[src/rtl/core/smkr_pkg.sv]
// ----------------------------------------------------------------------------
// smkr_pkg
// Shared types and codes of the sticky modifier / key repeat core.
// ----------------------------------------------------------------------------
package smkr_pkg;

   // timers
   localparam int TmrW = 16;

   // modifiers
   localparam int NumMods  = 5;
   localparam int NumSyms  = 4;            // modifiers that carry a keysym
   localparam int FnMod    = 4;
   localparam int ShiftMod = 0;

   // modifier states
   localparam logic [1:0] ModOff     = 2'd0;
   localparam logic [1:0] ModOneShot = 2'd1;
   localparam logic [1:0] ModLocked  = 2'd2;

   // event modes
   localparam logic [1:0] ModePress   = 2'd0;
   localparam logic [1:0] ModeRelease = 2'd1;
   localparam logic [1:0] ModeTick    = 2'd2;

   // key kinds
   localparam logic [1:0] KindSpacer   = 2'd0;
   localparam logic [1:0] KindModifier = 2'd1;
   localparam logic [1:0] KindChar     = 2'd2;
   localparam logic [1:0] KindAction   = 2'd3;

   // result actions
   localparam logic [1:0] ActStatus = 2'd0;
   localparam logic [1:0] ActDown   = 2'd1;
   localparam logic [1:0] ActTap    = 2'd2;
   localparam logic [1:0] ActUp     = 2'd3;

   // control register indexes
   localparam logic [2:0] CsrShiftSym   = 3'd0;
   localparam logic [2:0] CsrControlSym = 3'd1;
   localparam logic [2:0] CsrAltSym     = 3'd2;
   localparam logic [2:0] CsrSuperSym   = 3'd3;
   localparam logic [2:0] CsrLongPress  = 3'd4;
   localparam logic [2:0] CsrStickyTo   = 3'd5;
   localparam logic [2:0] CsrRptDelay   = 3'd6;
   localparam logic [2:0] CsrRptIntv    = 3'd7;

   typedef struct packed {
      logic [1:0]  mode;
      logic [1:0]  key_kind;
      logic [2:0]  mod_index;
      logic [31:0] sym_code;
      logic [31:0] shifted_code;
      logic [31:0] fn_code;
      logic        repeat_enable;
   } req_word_type;

   typedef struct packed {
      logic [1:0]  action_kind;
      logic [31:0] keysym;
      logic        state_changed;
      logic [9:0]  modifier_states;
      logic        from_repeat;
      logic        last;
   } rsp_word_type;

endpackage

[src/rtl/core/sticky_modifier_key_repeat_core.sv]
// ----------------------------------------------------------------------------
// sticky_modifier_key_repeat_core
// Keyboard front end: sticky modifiers with long-press lock and one-shot
// expiry, and typematic repeat of character keys. Each event word is turned
// into a script of down, tap and up words.
//
//   channel | direction | handshake           | payload
//   --------+-----------+---------------------+---------------
//   req     | in        | req_valid/req_ready | req_word_type
//   rsp     | out       | rsp_valid/rsp_ready | rsp_word_type
//   csr     | in        | csr_write_en        | csr_index, csr_wdata
//
// An event is registered, then evaluated combinationally against the modifier
// and timer state, which loads a script buffer. The buffer hands out one
// result word per cycle while rsp_ready is high; a script has 1 to 9 words
// (2*held+1 for a tap), and events with no result load no words.
// The next event is evaluated in the cycle the last word is taken. A stall
// on rsp holds the buffer and, once the input register is full, req_ready.
// Reset is synchronous and loads the register defaults.
// ----------------------------------------------------------------------------
module sticky_modifier_key_repeat_core
   import smkr_pkg::*;
(
   input  logic         clock,
   input  logic         reset,
   input  logic         req_valid,
   output logic         req_ready,
   input  req_word_type req_data,
   output logic         rsp_valid,
   input  logic         rsp_ready,
   output rsp_word_type rsp_data,
   input  logic         csr_write_en,
   input  logic [2:0]   csr_index,
   input  logic [31:0]  csr_wdata
);

   localparam logic [32:0]     TmrMaxWide = 33'((64'd1 << TmrW) - 64'd1);
   localparam logic [TmrW-1:0] TmrMax     = TmrMaxWide[TmrW-1:0];

   // saturating timer increment
   function automatic logic [TmrW-1:0] tmr_inc(input logic [TmrW-1:0] cnt);
      tmr_inc = (cnt == TmrMax) ? cnt : cnt + TmrW'(1);
   endfunction

   // timer limit: register value clamped to [1, TmrMax]
   function automatic logic [TmrW-1:0] tmr_limit(input logic [15:0] r);
      logic [32:0] wide;
      wide = {17'd0, r};
      if (wide > TmrMaxWide) begin
         tmr_limit = TmrMax;
      end else if (r == 16'd0) begin
         tmr_limit = TmrW'(1);
      end else begin
         tmr_limit = wide[TmrW-1:0];
      end
   endfunction

   // control registers
   logic [31:0] mod_sym_ff [NumSyms];
   logic [15:0] long_press_ff, sticky_to_ff, rpt_delay_ff, rpt_intv_ff;

   // modifier state
   logic [1:0]      mod_state_ff [NumMods];
   logic [1:0]      mod_state_in [NumMods];
   logic            lp_fired_ff  [NumMods];
   logic            lp_fired_in  [NumMods];
   logic [TmrW-1:0] hold_cnt_ff  [NumMods];
   logic [TmrW-1:0] hold_cnt_in  [NumMods];
   logic            hold_run_ff  [NumMods];
   logic            hold_run_in  [NumMods];
   logic [TmrW-1:0] exp_cnt_ff   [NumMods];
   logic [TmrW-1:0] exp_cnt_in   [NumMods];
   logic            exp_run_ff   [NumMods];
   logic            exp_run_in   [NumMods];

   // repeat state
   logic [31:0]     rpt_base_ff, rpt_base_in;
   logic [31:0]     rpt_shf_ff, rpt_shf_in;
   logic [31:0]     rpt_fn_ff, rpt_fn_in;
   logic            rpt_run_ff, rpt_run_in;
   logic            rpt_started_ff, rpt_started_in;
   logic [TmrW-1:0] rpt_cnt_ff, rpt_cnt_in;

   // input register
   req_word_type in_ff;
   logic         in_vld_ff, in_vld_in;

   // script buffer
   logic [31:0] held_ff [NumSyms];
   logic [31:0] held_in [NumSyms];
   logic [2:0]  nheld_ff, nheld_in;
   logic [31:0] target_ff, target_in;
   logic [3:0]  last_idx_ff, last_idx_in;
   logic [3:0]  idx_ff;
   logic        status_ff, status_in;
   logic        changed_ff, changed_in;
   logic [9:0]  states_ff, states_in;
   logic        from_rep_ff, from_rep_in;
   logic        buf_vld_ff;

   // handshake
   logic rsp_fire, rsp_last, proc, emit, tap;
   logic [31:0] tap_base, tap_shf, tap_fn;
   logic [2:0]  mi;
   logic [TmrW-1:0] cnt_nx;
   logic [3:0]  up_idx;

   assign rsp_last  = idx_ff == last_idx_ff;
   assign rsp_fire  = buf_vld_ff && rsp_ready;
   assign proc      = in_vld_ff && (!buf_vld_ff || (rsp_ready && rsp_last));
   assign req_ready = !in_vld_ff || proc;
   assign mi        = in_ff.mod_index;

   // event evaluation
   always_comb begin
      mod_state_in   = mod_state_ff;
      lp_fired_in    = lp_fired_ff;
      hold_cnt_in    = hold_cnt_ff;
      hold_run_in    = hold_run_ff;
      exp_cnt_in     = exp_cnt_ff;
      exp_run_in     = exp_run_ff;
      rpt_base_in    = rpt_base_ff;
      rpt_shf_in     = rpt_shf_ff;
      rpt_fn_in      = rpt_fn_ff;
      rpt_run_in     = rpt_run_ff;
      rpt_started_in = rpt_started_ff;
      rpt_cnt_in     = rpt_cnt_ff;
      tap            = 1'b0;
      tap_base       = in_ff.sym_code;
      tap_shf        = in_ff.shifted_code;
      tap_fn         = in_ff.fn_code;
      status_in      = 1'b0;
      changed_in     = 1'b0;
      from_rep_in    = 1'b0;
      cnt_nx         = '0;
      case (in_ff.mode)
         ModePress: begin
            if (in_ff.key_kind == KindModifier && mi < 3'(NumMods)) begin
               lp_fired_in[mi] = 1'b0;
               hold_cnt_in[mi] = '0;
               hold_run_in[mi] = 1'b1;
            end else if (in_ff.key_kind == KindChar) begin
               tap = 1'b1;
               if (in_ff.repeat_enable) begin
                  rpt_base_in    = in_ff.sym_code;
                  rpt_shf_in     = in_ff.shifted_code;
                  rpt_fn_in      = in_ff.fn_code;
                  rpt_started_in = 1'b0;
                  rpt_run_in     = 1'b1;
                  rpt_cnt_in     = '0;
               end
            end
         end
         ModeRelease: begin
            if (in_ff.key_kind == KindModifier && mi < 3'(NumMods)) begin
               hold_run_in[mi] = 1'b0;
               if (lp_fired_ff[mi]) begin
                  lp_fired_in[mi] = 1'b0;
               end else begin
                  if (mod_state_ff[mi] == ModOff) begin
                     mod_state_in[mi] = ModOneShot;
                     if (sticky_to_ff != 16'd0) begin
                        exp_cnt_in[mi] = '0;
                        exp_run_in[mi] = 1'b1;
                     end
                  end else if (mod_state_ff[mi] == ModOneShot) begin
                     mod_state_in[mi] = ModLocked;
                     exp_run_in[mi]   = 1'b0;
                  end else begin
                     mod_state_in[mi] = ModOff;
                  end
                  changed_in = 1'b1;
                  status_in  = 1'b1;
               end
            end else if (in_ff.key_kind == KindChar) begin
               if (in_ff.sym_code == rpt_base_ff && in_ff.shifted_code == rpt_shf_ff
                   && in_ff.fn_code == rpt_fn_ff) begin
                  rpt_run_in     = 1'b0;
                  rpt_started_in = 1'b0;
               end
            end
         end
         ModeTick: begin
            // per modifier: hold timer first, then expiry timer
            for (int i = 0; i < NumMods; i++) begin
               if (hold_run_ff[i]) begin
                  hold_cnt_in[i] = tmr_inc(hold_cnt_ff[i]);
                  if (hold_cnt_in[i] >= tmr_limit(long_press_ff)) begin
                     hold_run_in[i]  = 1'b0;
                     lp_fired_in[i]  = 1'b1;
                     mod_state_in[i] = (mod_state_ff[i] == ModLocked) ? ModOff : ModLocked;
                     exp_run_in[i]   = 1'b0;
                     changed_in      = 1'b1;
                  end
               end
               if (exp_run_in[i]) begin
                  exp_cnt_in[i] = tmr_inc(exp_cnt_ff[i]);
                  if (exp_cnt_in[i] >= tmr_limit(sticky_to_ff)) begin
                     exp_run_in[i] = 1'b0;
                     if (mod_state_in[i] == ModOneShot) begin
                        mod_state_in[i] = ModOff;
                        changed_in      = 1'b1;
                     end
                  end
               end
            end
            // typematic repeat
            if (rpt_run_ff) begin
               cnt_nx     = tmr_inc(rpt_cnt_ff);
               rpt_cnt_in = cnt_nx;
               if (cnt_nx >= tmr_limit(rpt_started_ff ? rpt_intv_ff : rpt_delay_ff)) begin
                  rpt_cnt_in     = '0;
                  rpt_started_in = 1'b1;
                  from_rep_in    = 1'b1;
                  tap            = 1'b1;
                  tap_base       = rpt_base_ff;
                  tap_shf        = rpt_shf_ff;
                  tap_fn         = rpt_fn_ff;
               end
            end
            status_in = !tap && changed_in;
         end
         default: begin
         end
      endcase

      // tap script: held modifier keysyms in order, then the target
      held_in  = '{default: 32'd0};
      nheld_in = 3'd0;
      target_in = tap_base;
      if (tap) begin
         for (int i = 0; i < NumSyms; i++) begin
            if (mod_state_in[i] != ModOff && mod_sym_ff[i] != 32'd0) begin
               held_in[nheld_in[1:0]] = mod_sym_ff[i];
               nheld_in = nheld_in + 3'd1;
            end
         end
         if (tap_fn != 32'd0 && mod_state_in[FnMod] != ModOff) begin
            target_in = tap_fn;
         end else if (tap_shf != 32'd0 && mod_state_in[ShiftMod] != ModOff) begin
            target_in = tap_shf;
         end
         // one-shot modifiers are spent by the tap
         for (int i = 0; i < NumMods; i++) begin
            if (mod_state_in[i] == ModOneShot) begin
               mod_state_in[i] = ModOff;
               exp_run_in[i]   = 1'b0;
               changed_in      = 1'b1;
            end
         end
      end
      emit        = tap || status_in;
      last_idx_in = tap ? {nheld_in, 1'b0} : 4'd0;
      for (int i = 0; i < NumMods; i++) begin
         states_in[2*i +: 2] = mod_state_in[i];
      end
   end

   // control registers
   always_ff @(posedge clock) begin
      if (reset) begin
         mod_sym_ff[0] <= 32'd65505;
         mod_sym_ff[1] <= 32'd65507;
         mod_sym_ff[2] <= 32'd65513;
         mod_sym_ff[3] <= 32'd65515;
         long_press_ff <= 16'd500;
         sticky_to_ff  <= 16'd0;
         rpt_delay_ff  <= 16'd600;
         rpt_intv_ff   <= 16'd40;
      end else if (csr_write_en) begin
         case (csr_index)
            CsrShiftSym, CsrControlSym, CsrAltSym, CsrSuperSym: begin
               mod_sym_ff[csr_index[1:0]] <= csr_wdata;
            end
            CsrLongPress: long_press_ff <= csr_wdata[15:0];
            CsrStickyTo:  sticky_to_ff  <= csr_wdata[15:0];
            CsrRptDelay:  rpt_delay_ff  <= csr_wdata[15:0];
            CsrRptIntv:   rpt_intv_ff   <= csr_wdata[15:0];
            default: begin
            end
         endcase
      end
   end

   // modifier and repeat state
   always_ff @(posedge clock) begin
      if (reset) begin
         mod_state_ff   <= '{default: ModOff};
         lp_fired_ff    <= '{default: 1'b0};
         hold_cnt_ff    <= '{default: '0};
         hold_run_ff    <= '{default: 1'b0};
         exp_cnt_ff     <= '{default: '0};
         exp_run_ff     <= '{default: 1'b0};
         rpt_base_ff    <= 32'd0;
         rpt_shf_ff     <= 32'd0;
         rpt_fn_ff      <= 32'd0;
         rpt_run_ff     <= 1'b0;
         rpt_started_ff <= 1'b0;
         rpt_cnt_ff     <= '0;
      end else if (proc) begin
         mod_state_ff   <= mod_state_in;
         lp_fired_ff    <= lp_fired_in;
         hold_cnt_ff    <= hold_cnt_in;
         hold_run_ff    <= hold_run_in;
         exp_cnt_ff     <= exp_cnt_in;
         exp_run_ff     <= exp_run_in;
         rpt_base_ff    <= rpt_base_in;
         rpt_shf_ff     <= rpt_shf_in;
         rpt_fn_ff      <= rpt_fn_in;
         rpt_run_ff     <= rpt_run_in;
         rpt_started_ff <= rpt_started_in;
         rpt_cnt_ff     <= rpt_cnt_in;
      end
   end

   // input register control
   always_comb begin
      in_vld_in = in_vld_ff;
      if (req_valid && req_ready) begin
         in_vld_in = 1'b1;
      end else if (proc) begin
         in_vld_in = 1'b0;
      end
   end

   always_ff @(posedge clock) begin
      if (reset) begin
         in_vld_ff <= 1'b0;
      end else begin
         in_vld_ff <= in_vld_in;
      end
   end

   always_ff @(posedge clock) begin
      if (req_valid && req_ready) begin
         in_ff <= req_data;
      end
   end

   // script buffer control
   always_ff @(posedge clock) begin
      if (reset) begin
         buf_vld_ff <= 1'b0;
         idx_ff     <= 4'd0;
      end else if (proc) begin
         buf_vld_ff <= emit;
         idx_ff     <= 4'd0;
      end else if (rsp_fire) begin
         if (rsp_last) begin
            buf_vld_ff <= 1'b0;
         end
         idx_ff <= idx_ff + 4'd1;
      end
   end

   always_ff @(posedge clock) begin
      if (proc && emit) begin
         held_ff     <= held_in;
         nheld_ff    <= nheld_in;
         target_ff   <= target_in;
         last_idx_ff <= last_idx_in;
         status_ff   <= status_in;
         changed_ff  <= changed_in;
         states_ff   <= states_in;
         from_rep_ff <= from_rep_in;
      end
   end

   // result word: a status word, or downs, tap, ups in reverse
   assign up_idx    = {nheld_ff, 1'b0} - idx_ff;
   assign rsp_valid = buf_vld_ff;

   always_comb begin
      rsp_data.state_changed   = changed_ff;
      rsp_data.modifier_states = states_ff;
      rsp_data.from_repeat     = from_rep_ff;
      rsp_data.last            = rsp_last;
      if (status_ff) begin
         rsp_data.action_kind = ActStatus;
         rsp_data.keysym      = 32'd0;
      end else if (idx_ff < {1'b0, nheld_ff}) begin
         rsp_data.action_kind = ActDown;
         rsp_data.keysym      = held_ff[idx_ff[1:0]];
      end else if (idx_ff == {1'b0, nheld_ff}) begin
         rsp_data.action_kind = ActTap;
         rsp_data.keysym      = target_ff;
      end else begin
         rsp_data.action_kind = ActUp;
         rsp_data.keysym      = held_ff[up_idx[1:0]];
      end
   end

endmodule

[config.mk]
export PLATFORM = sky130hd
export DESIGN_NAME = sticky_modifier_key_repeat_core
export DESIGN_NICKNAME = d
export VERILOG_FILES = /design/src/rtl/core/smkr_pkg.sv /design/src/rtl/core/sticky_modifier_key_repeat_core.sv
export SDC_FILE = /design/constraint.sdc
export NUM_CORES = 2
export LEC_CHECK = 0
export ABC_AREA = 1
export ABC_CLOCK_PERIOD_IN_PS = 12500
export BUFFER_PORTS_ARGS = -buffer_cell sky130_fd_sc_hd__buf_4
export CAP_MARGIN = 20
export CORE_MARGIN = 4
export CORE_UTILIZATION = 55
export DETAILED_ROUTE_END_ITERATION = 7
export GPL_TIMING_DRIVEN = 0
export PLACE_DENSITY = 0.83
export SLEW_MARGIN = 20
export SYNTH_ARGS = -nofsm -noshare
export SYNTH_HDL_FRONTEND = slang
export SYNTH_SLANG_ARGS = --single-unit
[constraint.sdc]
create_clock -name clock -period 12.5 [get_ports clock]
set_clock_uncertainty 0.05 [all_clocks]
set_input_delay 2.5 -clock clock [delete_from_list [all_inputs] [get_ports clock]]
set_output_delay 2.5 -clock clock [all_outputs]
set_load 0.02 [all_outputs]
==> out/qor.txt <==
Status -> completed
Port bufs -> 192
Delay-heaviest family, CP -> simple AND/OR/NAND/NOR gates
Post-DRT Antenna Nets -> 0
Setup crit end kind -> flip-flop
CTS buffer count -> 84
DRT Pass-1 Iters -> 6
Via Count -> 45,023
Max Freq -> 0.125 GHz
CTS root buf -> clkbuf_16
Slew headroom -> 22.2%
Num ports -> 193
Die area -> 88,700 µm²
Syn_nets -> 6,430
Hpwl dp -> 117 mm
Total GRT Usage -> 33.4%
Tmin final -> 7.97 ns
Leakage -> 21.4 nW
Clk_lat worst skew -> 0.67 ns
CP Max Fanout -> 10
Die width -> 298 µm
Synth cell types -> 57
Iter 0 DRT Violations -> 5,743
Starting density of the core -> 55.4%
WP data arrival -> 8.33 ns
Required @ worst endpoint -> 12.87 ns
Nets@finish -> 6,712
Fin. Hold Viols -> 0
Dpl ws -> 4.92 ns
Top cells by count, synth -> nand2_1 (1,304), inv_1 (700), o21ai_0 (575), nor2_1 (561), a21oi_1 (543)
Yosys top cell by area -> edfxtp_1
Most Frequent Cell on Critical Path -> nand2_1
Synth Instances -> 6,090
Synth async-reset ratio -> 0%
Hold Crit Class -> flip-flop to flip-flop
Worst Hold Slack -> 0.416 ns
Mapped Area -> 46,200 µm²
Dpl cells -> 7,366
Max H-tree Level -> 3
Drt drc -> 0
# Post-CTS Setup Buffers -> 0
Setup TNS -> 0 ns
CTS Hold Bufs -> 0
Die Span Y -> 298 µm
Seq cells post-synth -> 780
Initial antenna violation count -> 2
Post-CTS sizing -> 0
CP Launch Type -> flip-flop
Yosys warnings -> 0
Synth-to-Final Area Change -> 12.4%
Max IR drop VDD -> 0.104 mV
Sequential-to-total area share from yosys stat -> 42.7%
Placer Congestion -> 1.00
Total global routing overflow -> 0
Avg Inst Size Synth -> 7.59 µm²
Most used DFF post-synth -> edfxtp_1
Placed cell areas -> 49,100 µm²
CTS tree -> done
Most common cell in the netlist -> nand2_1
Slowest-stage cell, CP -> nor3_1
Unrepaired setup endpoints after global routing -> no
Critical setup path kind -> flip-flop to flip-flop
Placeable Area -> 83,400 µm²
Vias in the first global route -> 41,524
Final instance area -> 51,900 µm²
PwrDens -> 123 nW/µm²
Pin count of the biggest net entering global routing -> 113
Slowest stage delay, CP -> 0.56 ns
Total power -> 6.40 mW
Non-Filler Instances -> 7,525
Crit path buffers/inverters -> 8
Layout cell share with drive strength beyond 1 -> 7.42%
Routed WL -> 154 mm
Fin crit share -> 63.8%
Util after Layout -> 62.3%
Post-synth EDFFs -> 411
Final slew viol count -> 0
# setup viols final -> 0
Max capacitance violation total -> 0
Clock transition at path regs -> 0.07 ns
First-pass GRT wire length -> 235 mm
Routed wire per std cell -> 20.5 µm
# rows -> 106
Setup ws final -> 4.53 ns
Post-synth top area share -> 26.7%
Max clock buf depth -> 3
Clock sink count -> 780
Vias/cell -> 5.98
Worst-margin pin slew -> 1.16 ns
Top cells by area, synth -> edfxtp_1 (27%), dfxtp_1 (16%), nand2_1 (11%)
## cell usage in the layout, fill, tap and decap left out, types with 16 or more instances in the layout
cell type | Yosys | layout
clkbuf_1 | 202 | 221
nor3_1 | 104 | 104
nor2_1 | 561 | 561
a21oi_1 | 543 | 543
xnor2_1 | 60 | 60
buf_1 | 17 | 17
dfxtp_1 | 369 | 369
nand4_1 | 98 | 98
buf_2 | 52 | 52
nand3_1 | 309 | 309
edfxtp_1 | 411 | 411
o21ai_0 | 575 | 574
nor4_1 | 57 | 57
nand2_1 | 1304 | 1301
ha_1 | 196 | 196
xor2_1 | 81 | 81
a22oi_1 | 102 | 102
clkbuf_16 | 0 | 86
o211ai_1 | 24 | 24
clkbuf_8 | 0 | 16
mux2i_1 | 45 | 45
inv_1 | 700 | 698
buf_4 | 21 | 213
clkinv_2 | 0 | 18
nor3b_1 | 34 | 33
a211oi_1 | 60 | 60
## kinds of logic (layout without fill, tap and decap cells)
family / count (synthesis) / in the layout / share of synthesized area [%]
and+or+nand+nor: 2527 / 2527 / 23.3
buffers and inverters: 1016 / 1368 / 8.62
xor gates and xnor gates: 141 / 141 / 2.67
muxes: 46 / 46 / 0.999
other: 0 / 3 / 0
DFF: 780 / 780 / 42.7
adders and majority gates: 196 / 196 / 5.31
AOI/OAI and AO/OA: 1384 / 1384 / 16.4
## final cells by class
cell class | count | area, µm²
diodes | 3 | 7.51
plain buffers | 295 | 1270
repair buffers | 196 | 1520
well taps | 1080 | 1350
clock inverters | 34 | 372
fillers | 7072 | 31500
inverters | 721 | 2720
clock buffers | 122 | 2450
multi-input cells | 4294 | 22500
flip-flops and latches | 780 | 19700
## power by group
part / internal, mW / switching, mW / total [mW] / leakage (nW)
Sequential: 2.78 / 0.0850 / 2.86 / 7.03
Clock: 1.47 / 1.09 / 2.57 / 1.40
Combinational: 0.285 / 0.685 / 0.970 / 13.0
Total: 4.53 / 1.86 / 6.40 / 21.4
## tightest hold or removal path, cell delays in order, from the launching register on
cell	delay, ns
dfxtp_1	0.31
nand2_1	0.06
a21oi_1	0.05
## routing by layer
layer | track usage (%) | vias up | wire (µm)
li1 | - | 21158 | -
met1 | 44.6 | 20760 | 60200
met2 | 53.3 | 2668 | 68900
met3 | 6.24 | 435 | 17100
met4 | 14.8 | 2 | 7730
met5 | 0 | - | 7
## final timing paths
path | slack [ns] | startpoint | endpoint | cells past startpoint
hold reg to reg | 0.42 | lp_fired_ff[0]$_SDFFE_PP0P_ | lp_fired_ff[0]$_SDFFE_PP0P_ | 2
hold / removal | 0.42 | lp_fired_ff[0]$_SDFFE_PP0P_ | lp_fired_ff[0]$_SDFFE_PP0P_ | 2
setup reg to reg | 4.53 | exp_cnt_ff[65]$_SDFFE_PP0P_ | held_ff[96]$_SDFFCE_PN0P_ | 35
setup / recovery | 4.53 | exp_cnt_ff[65]$_SDFFE_PP0P_ | held_ff[96]$_SDFFCE_PN0P_ | 35
## state kept, by name, indices dropped and copies added, names as in the netlist, 4 cells and up
| register | flops |
|---|---|
| mod_state_ff | 10 |
| exp_run_ff | 5 |
| long_press_ff | 16 |
| sticky_to_ff | 16 |
| rpt_fn_ff | 32 |
| hold_cnt_ff | 80 |
| rpt_base_ff | 32 |
| held_ff | 128 |
| mod_sym_ff | 128 |
| idx_ff | 4 |
| rpt_shf_ff | 32 |
| exp_cnt_ff | 80 |
| target_ff | 32 |
| rpt_delay_ff | 16 |
| in_ff | 101 |
| rpt_intv_ff | 16 |
| rpt_cnt_ff | 16 |
| lp_fired_ff | 5 |
| hold_run_ff | 5 |
| states_ff | 10 |
Note: power is estimated with default switching activity, not from simulation.
